File: src/hw/rtl/cpf_pkg.sv
package cpf_pkg;

  // default and field widths
  localparam int MAX_WIDTH_DEF = 1024;
  localparam int FW_W   = 11;
  localparam int FH_W   = 12;
  localparam int POS_W  = 23;
  localparam int Q_W    = 24;
  localparam int DIV_W  = 23;
  localparam int SUM_W  = 20;
  localparam int PIX_W  = 32;
  localparam int ADDR_W = 5;

  // register indexes (byte address / 4)
  localparam logic [2:0] REG_COEF_TOP = 3'd0;
  localparam logic [2:0] REG_COEF_MID = 3'd1;
  localparam logic [2:0] REG_COEF_BOT = 3'd2;
  localparam logic [2:0] REG_FACTOR   = 3'd3;
  localparam logic [2:0] REG_OFFSET   = 3'd4;
  localparam logic [2:0] REG_WIDTH    = 3'd5;
  localparam logic [2:0] REG_HEIGHT   = 3'd6;

  // reset values
  localparam logic [23:0]     COEF_RST   = 24'h010101;
  localparam logic [15:0]     FACTOR_RST = 16'd9;
  localparam logic [8:0]      OFFSET_RST = 9'd0;
  localparam logic [FW_W-1:0] WIDTH_RST  = 11'd1024;
  localparam logic [FH_W-1:0] HEIGHT_RST = 12'd1024;

  typedef struct packed {
    logic [71:0]     coefs;   // bottom row, mid row, top row (top-left lowest)
    logic [15:0]     factor;
    logic [8:0]      offset;
    logic [FW_W-1:0] width;
    logic [FH_W-1:0] height;
  } cfg_t;

  // controller -> datapath
  typedef struct packed {
    logic take;       // input beat accepted
    logic advance;    // shift window, update line stores and input position
    logic pos_div;    // start position / width division
    logic xy_latch;   // capture column and row of the output position
    logic addr_x;     // read line stores at output column
    logic pick;       // take flushed pixel from line stores
    logic mac_clr;    // load centre pixel, clear accumulators
    logic mac_en;     // one multiply-accumulate step
    logic sum_div;    // start division of the current byte sum
    logic byte_done;  // finish current byte
    logic out_load;   // load output register
  } cmd_t;

  // datapath -> controller
  typedef struct packed {
    logic drain;
    logic complete;
    logic near;       // output not due yet
    logic div_busy;
    logic interior;
    logic mac_last;
    logic byte_last;
    logic out_full;
  } status_t;

endpackage

File: src/hw/rtl/cpf_ctrl.sv
module cpf_ctrl (
  input  logic             clk,
  input  logic             rst,
  input  logic             s_tvalid,
  output logic             s_tready,
  input  logic             m_tready,
  input  cpf_pkg::status_t st,
  output cpf_pkg::cmd_t    cmd
);

  localparam logic [3:0] S_IDLE  = 4'd0;
  localparam logic [3:0] S_DEC   = 4'd1;
  localparam logic [3:0] S_CMP   = 4'd2;
  localparam logic [3:0] S_DIVP  = 4'd3;
  localparam logic [3:0] S_ADDR  = 4'd4;
  localparam logic [3:0] S_RD    = 4'd5;
  localparam logic [3:0] S_CHK   = 4'd6;
  localparam logic [3:0] S_MAC   = 4'd7;
  localparam logic [3:0] S_SDIV  = 4'd8;
  localparam logic [3:0] S_SWAIT = 4'd9;
  localparam logic [3:0] S_OUT   = 4'd10;

  logic [3:0] state;
  logic [3:0] state_next;

  assign s_tready = (state == S_IDLE);

  always_comb begin
    state_next = state;
    cmd        = '0;
    case (state)
      S_IDLE: begin
        cmd.take = s_tvalid;
        if (s_tvalid) begin
          state_next = S_DEC;
        end
      end
      // line store data for the accepted beat is valid here
      S_DEC: begin
        if (st.complete) begin
          cmd.pos_div = 1'b1;
          state_next  = S_DIVP;
        end else if (st.drain) begin
          state_next = S_IDLE;
        end else begin
          cmd.advance = 1'b1;
          state_next  = S_CMP;
        end
      end
      S_CMP: begin
        if (st.near) begin
          state_next = S_IDLE;
        end else begin
          cmd.pos_div = 1'b1;
          state_next  = S_DIVP;
        end
      end
      S_DIVP: begin
        if (!st.div_busy) begin
          cmd.xy_latch = 1'b1;
          state_next   = st.complete ? S_ADDR : S_CHK;
        end
      end
      S_ADDR: begin
        cmd.addr_x = 1'b1;
        state_next = S_RD;
      end
      S_RD: begin
        cmd.pick   = 1'b1;
        state_next = S_OUT;
      end
      S_CHK: begin
        cmd.mac_clr = 1'b1;
        state_next  = st.interior ? S_MAC : S_OUT;
      end
      S_MAC: begin
        cmd.mac_en = 1'b1;
        if (st.mac_last) begin
          state_next = S_SDIV;
        end
      end
      S_SDIV: begin
        cmd.sum_div = 1'b1;
        state_next  = S_SWAIT;
      end
      S_SWAIT: begin
        if (!st.div_busy) begin
          cmd.byte_done = 1'b1;
          state_next    = st.byte_last ? S_OUT : S_SDIV;
        end
      end
      S_OUT: begin
        if (!st.out_full || m_tready) begin
          cmd.out_load = 1'b1;
          state_next   = S_IDLE;
        end
      end
      default: begin
        state_next = S_IDLE;
      end
    endcase
  end

  always_ff @(posedge clk) begin
    if (rst) begin
      state <= S_IDLE;
    end else begin
      state <= state_next;
    end
  end

endmodule

File: config.mk
export PLATFORM = sky130hd
export DESIGN_NAME = cpf_ctrl
export DESIGN_NICKNAME = d
export VERILOG_FILES = /design/src/hw/rtl/cpf_pkg.sv /design/src/hw/rtl/cpf_ctrl.sv
export SDC_FILE = /design/constraint.sdc
export NUM_CORES = 1
export LEC_CHECK = 0
export ABC_AREA = 1
export ABC_CLOCK_PERIOD_IN_PS = 1150
export BUFFER_PORTS_ARGS = -buffer_cell sky130_fd_sc_hd__buf_2
export CAP_MARGIN = 20
export CORE_AREA = 2 2 39 41
export DETAILED_ROUTE_END_ITERATION = 10
export DIE_AREA = 0 0 41 43
export PLACE_DENSITY = 0.68
export RECOVER_POWER = 100
export SKIP_CTS_REPAIR_TIMING = 1
export SKIP_LAST_GASP = 1
export SYNTH_ARGS = -nofsm -noshare
export SYNTH_HDL_FRONTEND = slang
export SYNTH_SLANG_ARGS = --single-unit
File: constraint.sdc
create_clock -name clk -period 1.15 [get_ports clk]
set_input_delay 0.23 -clock clk [delete_from_list [all_inputs] [get_ports clk]]
set_output_delay 0.23 -clock clk [all_outputs]
set_load 0.005 [all_outputs]
==> results.cfg <==
[timing]
setup_tns_ns = -2.30
hold_violations = 0
rsz0062_at_grt = yes
max_freq_ghz = 0.733
timing.final.crit_period_ns = 1.36
tightest_slew_ns = 0.214
finalSetupViolCount = 16
timing.final.crit_share_pct = 119
finalWorstSetupSlack_ns = -0.215
slew-limit-headroom_pct = 85.7
skew_ns = 0.00282
drv_slew = 0

[clock_network]
h-tree-depth = 1
clock_latency_ns = 0.23
path_clk_slew_ns = 0.04
clock-sinks = 4
cts_buffer_depth = 2
cts_tree = yes
cts_inserted_buffers = 3
cts_root_buf = clkbuf_4

[die]
ioPinCount = 24
die_h_um = 43
initial_core_util_pct = 32.5
fp.dieW_um = 41
std_cell_rows = 14
coreArea_um2 = 1380
fp.dieArea_um2 = 1760

[cells_and_area]
multi_input_area_um2 = 353
final_nets = 127
insertedDiodeCount = 0
nFillCells = 141
drive_gt1_share_pct = 56.6
largest_register = state
largest_reg_flops = 4
area_growth_pct = 61.3
reg.largest.list = state x4
sequential_cell_area_um2 = 92.6
fin_cells = 129

[synth]
yosys_warnings = 0
ys_ff_latch = 4
synthDistinctLibCells = 17
avgSynthCellArea_um2 = 5.55
yosys.area.top_type = dfxtp_1
synth_most_common_cell = nand2_1
syn_area_um2 = 449
syn-num-nets = 93
ys_seq_area_share_pct = 17.8
ys_async_sr_fraction_pct = 0
synth_edf_count = 0
synth_top_area_share_pct = 17.8
synthFlopType = dfxtp_1
synthTopCellsByCount = nand2_1 (19), inv_1 (9), nor2_1 (9), inv_2 (8), nand3_1 (6)
synthTopCellsByArea = dfxtp_1 (18%), nand2_1 (16%), inv_1 (7.5%), nor2_1 (7.5%), nor2_2 (7.0%)
synthCells = 81

[detailed_routing]
drc = 0
wl_per_cell_um = 9.55
wl_met1_um = 581
via_count = 585
dr.pass1.iters = 4
viasPerCell = 4.53
drt-total-wl_um = 1230
ant_nets = 0
routed.top_layer = met3
wl_met3_um = 62
met2_length_um = 589
first_iter_violations = 7

[power_and_ir_drop]
ir_drop_uv = 629
cellInternalPower_w = 0.000569
p_sw_share_pct = 42.0
p_clk_share_pct = 16.6
p_seq_share_pct = 23.8
p_leak_nw = 0.421
power_switching_w = 0.000411
combPwrFrac_pct = 59.5
powerDensity_nw_per_um2 = 1350

[critical_path]
r2r_start = state[0]$_SDFFE_PP0P_
cp-start-kind = register
critPathBufInv = 2
crit_path_end_kind = output port
crit_start = state[0]$_SDFFE_PP0P_
crit_chain = inv_2 > nor2_4 > nand2_2 > nor3_2 > buf_2
slowest_stage = dfxtp_4
slowest_delay_ns = 0.38
crit_required_ns = 0.92
crit_fanout = 5
path_delay_family = flip-flops
arrival_ns = 1.13
crit_type = register to output port

[grt]
grt_antenna_before_repair = 0
grt_max_degree = 8
grt_pass1_wl_um = 1790
grt_pass1_vias = 506
grt-ovfl-total = 0
gr-usage-all-layers_pct = 14.2

[run]
maxCapViolations = 0

[placement]
placed_cells = 123
routabilityCongestion = 0.804
dp_hpwl_um = 989
io_buffer_count = 23

[hold_path]
worstHoldStart = rst
hold_class = primary input to register

[run_status]
status = finished with violations
violations = setup timing
[layer usage]
metal | global-route usage, % | vias up
li1 | - | 318
met3 | 0 | 0
met5 | 0 | -
met4 | 6.67 | 0
met1 | 16.7 | 250
met2 | 25.0 | 17
[layout by cell type, fill, tap and decap left out, drive strengths merged]
master / n
buf: 29
nand2: 22
inv: 17
nor2: 16
nand3: 7
a21oi: 4
dfxtp: 4
nand3b: 3
o21ai: 3
clkbuf: 3
nor3: 2
nor4: 1
nand4: 1
o21bai: 1
[logic make-up (layout without fill, tap and decap cells)]
family / Yosys count / after routing / synth area share [%]
buffers and inverters: 17 / 49 / 14.2
DFF: 4 / 4 / 17.8
AOI/OAI and AO/OA: 8 / 8 / 9.47
and+or+nand+nor: 52 / 52 / 58.5
[power by group through the flow]
stage | combinational [W] | clock (W) | sequential [W]
floorplan | 0.000289 | 0 | 0.000204
detailed placement | 0.000457 | 0 | 0.000211
finish | 0.000583 | 0.000163 | 0.000234
CTS | 0.000458 | 0.000173 | 0.000208
global route | 0.000643 | 0.000185 | 0.000238
global placement | 0.000456 | 0 | 0.000209
[per-stage QoR]
stage | hold WS, ns | total power [W] | util (%) | setup WS (ns) | area (um2)
CTS | 0.204 | 0.000839 | 45.5 | -0.364 | 629
global placement | 0.439 | 0.000665 | 43.9 | -0.149 | 607
global route | 0.203 | 0.00107 | 52.4 | -0.302 | 724
detailed placement | 0.447 | 0.000668 | 43.9 | -0.138 | 607
finish | 0.204 | 0.000980 | 52.4 | -0.215 | 724
floorplan | 0.299 | 0.000493 | - | 0.0355 | 449
[final cells by class]
class                   instances  share of cell area, %
well taps                      16                   2.76
inverters                      17                   8.81
flip-flops and latches          4                   12.8
repair buffers                 29                   23.8
multi-input cells              60                   48.7
clock buffers                   3                   3.11
[final timing paths]
path	cells after the start	endpoint	slack, ns
max	5	cmd[9]	-0.21
min	2	state[0]$_SDFFE_PP0P_	0.20
max reg2reg	9	state[1]$_SDFFE_PP0P_	-0.10
min reg2reg	3	state[1]$_SDFFE_PP0P_	0.65
No activity file was read; power rests on OpenSTA's default activity.
